### src/rtl/core/raps_pkg.sv
// Package for the rolling average and peak statistics unit.
// Holds widths, register indexes, sequencer states and reset values.
// Depends on nothing; the interfaces, the divider and the top level use it.
`timescale 1ns / 1ps
package raps_pkg;
	localparam int unsigned MAX_WINDOW_DEF = 1024;
	localparam int unsigned CFG_IDX_W = 2;
	localparam int unsigned CFG_DATA_W = 16;
	localparam logic [CFG_IDX_W-1:0] REG_WINDOW_LENGTH = 2'd0;
	localparam logic [CFG_IDX_W-1:0] REG_CALM_POLICY = 2'd1;
	localparam logic [CFG_IDX_W-1:0] REG_SCALE_FACTOR = 2'd2;
	localparam logic [10:0] WINDOW_LENGTH_RST = 11'd24;
	localparam logic [15:0] SCALE_FACTOR_RST = 16'd256;
	localparam logic [10:0] POLICY_LIMIT = 11'd24;

	typedef enum logic [3:0] {
		ST_IDLE,
		ST_MUL,
		ST_SCALE,
		ST_SQUARE,
		ST_UPDATE,
		ST_DIVIDE,
		ST_BEST,
		ST_FINAL_MEAN,
		ST_FINAL_MS,
		ST_FINAL_VAR,
		ST_OUT
	} seq_state_t;

	typedef struct packed {
		logic start;
		logic busy;
		logic done;
	} div_ctrl_t;
endpackage

### src/rtl/core/raps_divider.sv
// Radix-2 restoring divider, one quotient bit per cycle, 64-bit dividend.
// Depends on raps_pkg for the control struct.
`timescale 1ns / 1ps
module raps_divider (
	input  logic                 clk,
	input  logic                 arst_n,
	input  logic                 start,
	input  logic [63:0]          dividend,
	input  logic [63:0]          divisor,
	output raps_pkg::div_ctrl_t  ctrl,
	output logic [63:0]          quotient
);
	logic [63:0] rem_q;
	logic [63:0] quo_q;
	logic [63:0] dsr_q;
	logic [6:0]  cnt_q;
	logic        busy_q;
	logic        done_q;
	logic [64:0] trial;

	// Shift in the next dividend bit and try one subtraction.
	assign trial = {rem_q, quo_q[63]} - {1'b0, dsr_q};

	always_ff @(posedge clk or negedge arst_n) begin
		if (!arst_n) begin
			busy_q <= 1'b0;
			done_q <= 1'b0;
			cnt_q <= '0;
		end else begin
			done_q <= 1'b0;
			if (start) begin
				busy_q <= 1'b1;
				cnt_q <= 7'd64;
			end else if (busy_q) begin
				cnt_q <= cnt_q - 7'd1;
				if (cnt_q == 7'd1) begin
					busy_q <= 1'b0;
					done_q <= 1'b1;
				end
			end
		end
	end

	always_ff @(posedge clk) begin
		if (start) begin
			rem_q <= '0;
			quo_q <= dividend;
			dsr_q <= divisor;
		end else if (busy_q) begin
			if (!trial[64]) begin
				rem_q <= trial[63:0];
				quo_q <= {quo_q[62:0], 1'b1};
			end else begin
				rem_q <= {rem_q[62:0], quo_q[63]};
				quo_q <= {quo_q[62:0], 1'b0};
			end
		end
	end

	assign ctrl.start = start;
	assign ctrl.busy = busy_q;
	assign ctrl.done = done_q;
	assign quotient = quo_q;
endmodule

### config.mk
export PLATFORM = sky130hd
export DESIGN_NAME = raps_divider
export DESIGN_NICKNAME = d
export VERILOG_FILES = /design/src/rtl/core/raps_pkg.sv /design/src/rtl/core/raps_divider.sv
export SDC_FILE = /design/constraint.sdc
export NUM_CORES = 1
export LEC_CHECK = 0
export ABC_AREA = 1
export BUFFER_PORTS_ARGS = -buffer_cell sky130_fd_sc_hd__buf_2
export CELL_PAD_IN_SITES_DETAIL_PLACEMENT = 1
export CELL_PAD_IN_SITES_GLOBAL_PLACEMENT = 1
export CORE_MARGIN = 2
export CORE_UTILIZATION = 30
export DETAILED_ROUTE_END_ITERATION = 6
export GPL_TIMING_DRIVEN = 0
export PLACE_DENSITY = 0.74
export SLEW_MARGIN = 20
export SYNTH_ARGS = -nofsm -noshare
export SYNTH_HDL_FRONTEND = slang
export SYNTH_SLANG_ARGS = --single-unit
### constraint.sdc
create_clock -name clk -period 6.4 [get_ports clk]
set_clock_uncertainty 0.15 [all_clocks]
set_input_delay 1.28 -clock clk [delete_from_list [all_inputs] [get_ports clk]]
set_output_delay 1.28 -clock clk [all_outputs]
set_load 0.05 [all_outputs]
==> flow_summary.yaml, run 1 <==
run_status:
  outcome: "completed"
sta:
  setup_viol: 0
  slew_headroom_pct: 38.5
  tightest_slew_ns: 0.923
  fin_setup_tns_ns: 0
  rsz0062_at_grt: "no"
  finalCritPeriodShare_pct: 59.9
  max_freq_mhz: 261
  final_max_slew_viol_count: 0
  hold_viol: 0
  fin_crit_ns: 3.83
die:
  dieArea_sq_um: 50400
  die_w_um: 225
  io_pins: 198
  core-area_sq_um: 47800
  rows: 80
  initial_core_util_pct: 30.5
  die_h_um: 225
drt:
  drt_iter0_drc: 736
  drt-total-wl_um: 50100
  via_per_inst: 4.50
  routedWlPerCell_um: 15.9
  vias: 14140
  ant_nets: 0
  first_pass_iters: 5
  drc_errors: 0
yosys:
  synthFlopType: "edfxtp_1"
  synth-edff-count: 128
  synth_top_area_share_pct: 26.6
  async_reset_ff_share_pct: 4.48
  synth_cell_types: 35
  synth.area.top_cells: "nand2_1 (27%), edfxtp_1 (26%), inv_1 (13%), dfxtp_1 (8.8%), ha_1 (5.7%)"
  ys_ff_latch: 201
  ys_top_cells_by_count: "nand2_1 (1034), inv_1 (492), nand3_1 (132)"
  synth_area_leader_cell: "nand2_1"
  synth_most_common_cell: "nand2_1"
  seq_area_frac_synth_pct: 36.7
  postSynthCellCount: 2284
  syn_nets: 2482
  synth_area_sq_um: 14600
  yosys_warnings: 0
  syn_area_per_cell_sq_um: 6.39
final_layout:
  fillers: 6292
  area_delta_synth_final_pct: 18.6
  drive_above_1_share_pct: 12.7
  post-route-util_pct: 36.2
  diodes: 0
  fin_nets: 2708
clocking:
  clock_latency_ns: 0.57
  cts_root_buffer: "clkbuf_16"
  cts_sinks: 201
  cts_made_buffers: 25
  clk_path_buf_depth: 3
  holdBufCountCts: 0
  h-tree-depth: 1
  ctsResizeCount: 0
  cts_tree: "yes"
  clk_pin_slew_ns: 0.06
  cts_setup_buffers: 0
pwr:
  p_per_area_nw_per_um2: 213
  p_leak_nw: 9.79
  vdd_drop_max_uv: 180
hold_path:
  min_path_type: "flip-flop to flip-flop"
worst_setup_path:
  startpoint: "start"
  cp_cell_sequence: "buf_4 -> buf_12 -> buf_4 -> buf_2"
  crit_type: "input pin to output port"
  start_kind: "input pin"
  cpMostUsedCell: "buf_4"
  crit_end: "ctrl[2]"
  r2r_slack_ns: 3.06
  reg2reg_depth: 21
  critPathMaxFanout: 38
  r2r_start: "quotient[63]$_DFFE_PP_"
  cpMaxStageDelayCell: "buf_4"
  endpoint_kind: "output port"
  crit_required_ns: 4.97
  worstPathArrival_ns: 2.40
  cp_slowest_stage_delay_ns: 0.37
  r2r_end: "rem_q[40]$_SDFFE_PP0P_"
global_route:
  grt_max_degree: 59
  grt_pass1_vias: 14634
  grt_usage_pct: 20.0
  grt_pass1_wl_um: 79500
  overflow: 0
  antenna_found_initial: 1
placement:
  gp_congestion: 0.947
  dp_hpwl_um: 41400
  io_buffers: 197
flow_run:
  drv_cap: 0
## layout make-up
cell class | instances | area [sq um] | area share (%)
inverter | 496 | 1860 | 10.8
sequential | 201 | 5350 | 30.9
multi-input combinational | 1543 | 7080 | 41.0
clock inverter | 20 | 250 | 1.45
clock buffer | 26 | 651 | 3.76
buffer | 44 | 293 | 1.69
timing repair buffer | 199 | 1040 | 5.99
tap | 615 | 769 | 4.45
## worst min-delay path by stage
stage                                  end  slack [ns]  depth (start not counted)                    from
floorplan            rem_q[0]$_SDFFE_PP0P_        0.30                          2   rem_q[0]$_SDFFE_PP0P_
global placement     rem_q[4]$_SDFFE_PP0P_        0.31                          2   rem_q[4]$_SDFFE_PP0P_
detailed placement  rem_q[16]$_SDFFE_PP0P_        0.31                          2  rem_q[16]$_SDFFE_PP0P_
CTS                 rem_q[16]$_SDFFE_PP0P_        0.32                          2  rem_q[16]$_SDFFE_PP0P_
global route        rem_q[43]$_SDFFE_PP0P_        0.35                          2  rem_q[43]$_SDFFE_PP0P_
finish              rem_q[16]$_SDFFE_PP0P_        0.33                          2  rem_q[16]$_SDFFE_PP0P_
## per-stage QoR
step	cell area (sq um)	power (mW)	hold slack, ns	setup slack (ns)	instances
6_report	17300	3.68	0.326	2.57	3144
5_1_grt	17300	3.86	0.349	2.45	3144
4_1_cts	17300	3.74	0.324	2.51	3144
3_5_place_dp	16400	2.14	0.313	2.52	3098
3_3_place_gp	16300	2.13	0.308	0.597	3096
2_1_floorplan	14600	1.94	0.299	3.03	2284
## critical path: cells and delay by family
| family | cells | cell delay (ns) |
|---|---|---|
| buf+inv | 4 | 1.05 |
## registers in the layout, summed over array words and instances, names as in the netlist
name,cells
busy_q,1
cnt_q,7
done_q,1
dsr_q,64
quotient,64
rem_q,64
## placed cells by master (no fill, tap or decap), types with 6 or more instances in the layout
cell type and n:
a21oi_1 50, buf_2 198, buf_6 6, clkbuf_1 27
clkbuf_16 26, clkinv_2 9, dfrtp_1 9, dfxtp_1 64
edfxtp_1 128, ha_1 66, inv_1 491, nand2_1 1034
nand2_2 42, nand3_1 132, nand3b_1 6, nand4_1 10
nor2_1 110, nor2_2 7, nor3_1 17, o21ai_0 19
xnor2_1 26
## per-layer routing
layer / GRT usage (%) / share of wire [%] / up-vias
met5: 0 / 0.022 / -
met4: 5.11 / 2.5 / 2
met3: 3.57 / 4.7 / 68
met2: 34.1 / 46 / 244
met1: 26.0 / 47 / 6561
li1: - / - / 7265
## kinds of logic after synthesis
logic type	count (synthesis)	share of synthesized area [%]
xor gates and xnor gates	31	1.86
buffers and inverters	540	14.8
adders and majority gates	67	5.80
and+or+nand+nor	1373	38.4
DFF	201	36.7
AOI/OAI and AO/OA	72	2.52
## power by group
part           total, mW  switching, mW  internal [mW]
logic              0.590          0.429          0.161
clock network       1.57          0.620          0.946
registers           1.52         0.0436           1.48
total               3.68           1.09           2.59
(Power assumes the default switching activity.)
==> inputs of run 2 (changes only) <==
==> constraint.sdc (replaced) <==
create_clock -name clk -period 3.9 [get_ports clk]
set_clock_uncertainty 0.15 [all_clocks]
set_input_delay 0.78 -clock clk [delete_from_list [all_inputs] [get_ports clk]]
set_output_delay 0.78 -clock clk [all_outputs]
set_load 0.05 [all_outputs]
==> run 2 against run 1 <==
  * Global-route usage is essentially flat
  * Hold slack got worse by 0.090 ns
  * Die area unchanged
  * Total power grew 64%
  * First-iteration DRC count down 1.5%
  * Register-to-register slack worse by 2.5 ns
  * Routed wire length decreased by 0.11%
  * Sequential share of layout area is essentially flat
  * Flip-flop and latch count is the same
  * Non-clock buffer count is 1 higher
  * Combinational power grew 64%
  * Largest cell class unchanged
==> flow_summary.yaml, run 2 (synthesis gave the netlist of run 1 again) <==
run_status:
  outcome: "completed"
global_route:
  grt_usage_pct: 20.0
  busiest_layer: "met2"
  antenna_found_initial: 1
  overflow: 0
  grt_use_met2_pct: 34.2
  grt_max_degree: 59
  grt_pass1_vias: 14638
  grt_pass1_wl_um: 79600
  met3_usage_pct: 3.49
  grt_use_met1_pct: 26.0
die:
  initial_core_util_pct: 30.5
  die_w_um: 225
  dieArea_sq_um: 50400
  rows: 80
  core-area_sq_um: 47800
  io_pins: 198
  die_h_um: 225
drt:
  drc_errors: 0
  routedWlPerCell_um: 15.9
  vias: 14143
  drt-total-wl_um: 50000
  first_pass_iters: 4
  ant_nets: 0
  drt_iter0_drc: 725
  via_per_inst: 4.50
worst_setup_path:
  cpMostUsedCell: "nand2_1"
  crit_buf_inv: 4
  start_kind: "flip-flop"
  startpoint: "quotient[63]$_DFFE_PP_"
  crit_type: "flip-flop to flip-flop"
  cp_cell_sequence: "inv_1 -> ha_1 -> fa_1 -> inv_1 -> nand2_1 -> nand2_1 -> nand3_1 -> nand2_2 -> nand2_1 -> nand2_2 -> nand2_1 -> nand2_2 -> nand2_4 -> nand2_4 -> nand2_4 -> nand2_2 -> buf_6 -> buf_6 -> nand2_1 -> nand3_1 -> nand2_1"
  cpMaxStageDelayCell: "fa_1"
  cp_slowest_stage_delay_ns: 0.41
  r2r_slack_ns: 0.58
  critPathMaxFanout: 10
  r2r_start: "quotient[63]$_DFFE_PP_"
  crit_family: "simple AND/OR/NAND/NOR gates"
  endpoint_kind: "flip-flop"
  worstPathArrival_ns: 3.62
  crit_required_ns: 4.20
sta:
  fin_crit_ns: 3.32
  slew_headroom_pct: 37.5
  final_max_slew_viol_count: 0
  tightest_slew_ns: 0.937
  rsz0062_at_grt: "no"
  hold_viol: 0
  setup_viol: 0
  fin_setup_tns_ns: 0
  max_freq_mhz: 301
  finalCritPeriodShare_pct: 85.1
final_layout:
  area_delta_synth_final_pct: 18.6
  fin_nets: 2709
  drive_above_1_share_pct: 12.7
  instances_no_fill: 3145
  final_common_cell: "nand2_1"
  diodes: 0
  layout_common_cells: "nand2_1 (1034), inv_1 (491), buf_2 (198), nand3_1 (132), edfxtp_1 (128)"
  post-route-util_pct: 36.2
  final_area_sq_um: 17300
clocking:
  holdBufCountCts: 1
  cts_root_buffer: "clkbuf_16"
  h-tree-depth: 1
  clk_path_buf_depth: 3
  cts_tree: "yes"
  clock_latency_ns: 0.56
  cts_made_buffers: 25
  cts_setup_buffers: 0
  clk_pin_slew_ns: 0.07
  cts_sinks: 201
  ctsResizeCount: 0
flow_run:
  drv_cap: 0
pwr:
  vdd_drop_max_uv: 294
  p_per_area_nw_per_um2: 349
  p_leak_nw: 9.79
  p_total_mw: 6.04
placement:
  place_inst: 3098
  dp_hpwl_um: 41400
  io_buffers: 197
  gp_congestion: 0.947
  place_area_sq_um: 16400
hold_path:
  hp-start: "divisor[12]"
  min_path_type: "input pin to flip-flop"
[run 2: changes by cell type in the layout (fill, tap and decap cells not counted)]
cell / before / now
dlygate4sd3_1: 0 / 1
[run 2: final timing paths]
check / endpoint / depth (start not counted)
max: rem_q[40]$_SDFFE_PP0P_ / 21
min: dsr_q[12]$_DFFE_PP_ / 1
max reg2reg: rem_q[40]$_SDFFE_PP0P_ / 21
min reg2reg: rem_q[41]$_SDFFE_PP0P_ / 2
max in group asynchronous: cnt_q[4]$_DFFE_PN0P_ / 2
min in group asynchronous: cnt_q[3]$_DFFE_PN0P_ / 2
[run 2: report_power, final]
| part | switching, mW | internal [mW] |
|---|---|---|
| clock | 1.02 | 1.55 |
| sequential | 0.0716 | 2.43 |
| combinational | 0.704 | 0.264 |
| total | 1.79 | 4.24 |
[run 2: layout make-up]
class	instances	area, sq um
fill	6295	30500
multi-input combinational	1543	7080
inverter	496	1860
tap	615	769
timing repair buffer	200	1050
clock inverter	20	250
buffer	44	293
clock buffer	26	651
sequential	201	5350
[run 2: per-stage QoR]
step / hold WS [ns] / setup WS, ns
floorplan: 0.299 / 0.857
global placement: 0.308 / -1.40
detailed placement: 0.313 / 0.549
CTS: 0.194 / 0.503
global route: 0.203 / 0.305
finish: 0.236 / 0.581
[run 2: worst reg2reg max path, stage by stage, from the launching register on]
cell	delay (ns)
edfxtp_1	0.34
inv_1	0.08
ha_1	0.25
fa_1	0.41
inv_1	0.12
nand2_1	0.06
nand2_1	0.08
nand3_1	0.08
nand2_2	0.15
nand2_1	0.08
nand2_2	0.10
nand2_1	0.07
nand2_2	0.15
nand2_4	0.10
nand2_4	0.09
nand2_4	0.08
nand2_2	0.09
buf_6	0.19
buf_6	0.23
nand2_1	0.16
nand3_1	0.10
nand2_1	0.06
[run 2: metal layers]
metal	part of all wire, %	up-vias
met2	46	277
met1	47	6527
met5	0.022	-
met3	5.1	71
met4	2.5	2
li1	-	7266
==> inputs of run 3 (changes only) <==
--- a/config.mk
+++ b/config.mk
@@ -13,7 +13,7 @@
 export CORE_UTILIZATION = 30
 export DETAILED_ROUTE_END_ITERATION = 6
 export GPL_TIMING_DRIVEN = 0
-export PLACE_DENSITY = 0.74
+export PLACE_DENSITY_LB_ADDON = 0.1
 export SLEW_MARGIN = 20
 export SYNTH_ARGS = -nofsm -noshare
 export SYNTH_HDL_FRONTEND = slang
==> run 3 against run 2 <==
  * Hold slack worse by 0.012 ns
  * Critical path depth unchanged
  * Setup slack worse by 0.14 ns
==> flow_summary.yaml, run 3 (synthesis gave the netlist of run 1 again) <==
run_status:
  outcome: "completed"
drt:
  via_per_inst: 4.48
  routedWlPerCell_um: 16.6
  drt_iter0_drc: 662
  drc_errors: 0
  drt-total-wl_um: 52400
  ant_nets: 0
  first_pass_iters: 4
  vias: 14105
global_route:
  grt_max_degree: 46
  antenna_found_initial: 4
  grt_usage_pct: 20.9
  overflow: 0
  grt_pass1_wl_um: 81500
  grt_pass1_vias: 14601
clocking:
  clock_latency_ns: 0.58
  cts_made_buffers: 26
  cts_setup_buffers: 0
  clk_pin_slew_ns: 0.07
  cts_sinks: 201
  h-tree-depth: 1
  cts_root_buffer: "clkbuf_16"
  clk_path_buf_depth: 3
  cts_tree: "yes"
sta:
  tightest_slew_ns: 1.02
  max_freq_mhz: 289
  final_max_slew_viol_count: 0
  finalCritPeriodShare_pct: 88.8
  fin_crit_ns: 3.46
  rsz0062_at_grt: "no"
  setup_ws_ns: 0.438
  hold_viol: 0
  setup_viol: 0
  slew_headroom_pct: 32.1
worst_setup_path:
  crit_type: "flip-flop to flip-flop"
  critPathMaxFanout: 10
  crit_required_ns: 4.21
  worstPathArrival_ns: 3.77
  start_kind: "flip-flop"
  endpoint_kind: "flip-flop"
final_layout:
  layout_common_cells: "nand2_1 (1034), inv_1 (491), buf_2 (198), nand3_1 (132), edfxtp_1 (128)"
  area_delta_synth_final_pct: 18.9
  post-route-util_pct: 36.2
  fin_nets: 2710
  drive_above_1_share_pct: 12.6
  fillers: 6321
  final_common_cell: "nand2_1"
placement:
  gp_congestion: 0.882
  io_buffers: 197
  dp_hpwl_um: 43700
  dp_slack_ns: 0.304
pwr:
  switching_share_pct: 29.5
  pwr-share-seq_pct: 41.2
  p_int_mw: 4.27
  vdd_drop_max_uv: 285
  p_sw_mw: 1.79
  p_per_area_nw_per_um2: 349
  p_total_mw: 6.06
  p_leak_nw: 9.80
  comb_power_share_pct: 16.0
  pwr-share-clk_pct: 42.7
die:
  die_h_um: 225
  dieArea_sq_um: 50400
  die_w_um: 225
  initial_core_util_pct: 30.5
  io_pins: 198
  rows: 80
  core-area_sq_um: 47800
flow_run:
  drv_cap: 0
hold_path:
  min_path_type: "input pin to flip-flop"
run 3: per-layer routing:
metal / global-route usage, % / vias up / wire [um]
met2: 36.2 / 212 / 24500
met5: 0 / - / 7
met3: 3.70 / 69 / 2280
met4: 5.30 / 2 / 1380
met1: 27.0 / 6539 / 24200
li1: - / 7283 / -
run 3: final timing paths:
kind,from,end,slack (ns),cells after the start
max,quotient[63]$_DFFE_PP_,rem_q[0]$_SDFFE_PP0P_,0.44,21
max reg2reg,quotient[63]$_DFFE_PP_,rem_q[0]$_SDFFE_PP0P_,0.44,21
min,divisor[37],dsr_q[37]$_DFFE_PP_,0.22,1
max in group asynchronous,arst_n,cnt_q[0]$_DFFE_PN0P_,2.91,2
min in group asynchronous,arst_n,done_q$_DFF_PN0_,0.49,2
min reg2reg,rem_q[14]$_SDFFE_PP0P_,rem_q[14]$_SDFFE_PP0P_,0.32,2
run 3: area by class of cell:
| cell class | count | area, sq um | share of cell area, % |
|---|---|---|---|
| Timing Repair Buffer | 200 | 1050 | 6.03 |
| Multi-Input combinational cell | 1543 | 7080 | 40.9 |
| Buffer | 44 | 293 | 1.69 |
| Antenna cell | 2 | 5.00 | 0.0289 |
| Clock buffer | 38 | 776 | 4.47 |
| Sequential cell | 201 | 5350 | 30.9 |
| Tap cell | 615 | 769 | 4.44 |
| Clock inverter | 10 | 153 | 0.880 |
| Inverter | 496 | 1860 | 10.8 |
run 3: what timing repair did:
action,CTS,global route
hold buffers,1,0
endpoints found under the hold margin,9,0
resized for setup,0,0
run 3: through the flow:
step           std cells  setup TNS, ns  hold slack [ns]  instance area [sq um]
3_5_place_dp        3098              0            0.316                  16400
5_1_grt             3149              0            0.199                  17300
3_3_place_gp        3096        -106.37            0.311                  16300
6_report            3149              0            0.224                  17300
2_1_floorplan       2284              0            0.299                  14600
4_1_cts             3147              0            0.188                  17300
run 3: critical path, stage by stage (launching register included):
cell      delay (ns)
edfxtp_1        0.36
inv_1           0.08
ha_1            0.27
fa_1            0.43
inv_1           0.12
nand2_1         0.06
nand2_1         0.07
nand3_1         0.11
nand2_2         0.15
nand2_1         0.08
nand2_2         0.10
nand2_1         0.07
nand2_2         0.19
nand2_4         0.11
nand2_4         0.09
nand2_4         0.09
nand2_2         0.13
buf_6           0.21
buf_6           0.24
nand2_1         0.08
nand3_1         0.10
nand2_1         0.07
run 3: power by group through the flow:
stage               Clock, mW  Sequential, mW  Combinational, mW
finish                   2.59            2.50              0.970
global route             2.75            2.52               1.07
CTS                      2.68            2.50              0.985
detailed placement          0            2.54              0.982
global placement            0            2.54              0.962
floorplan                   0            2.78              0.402
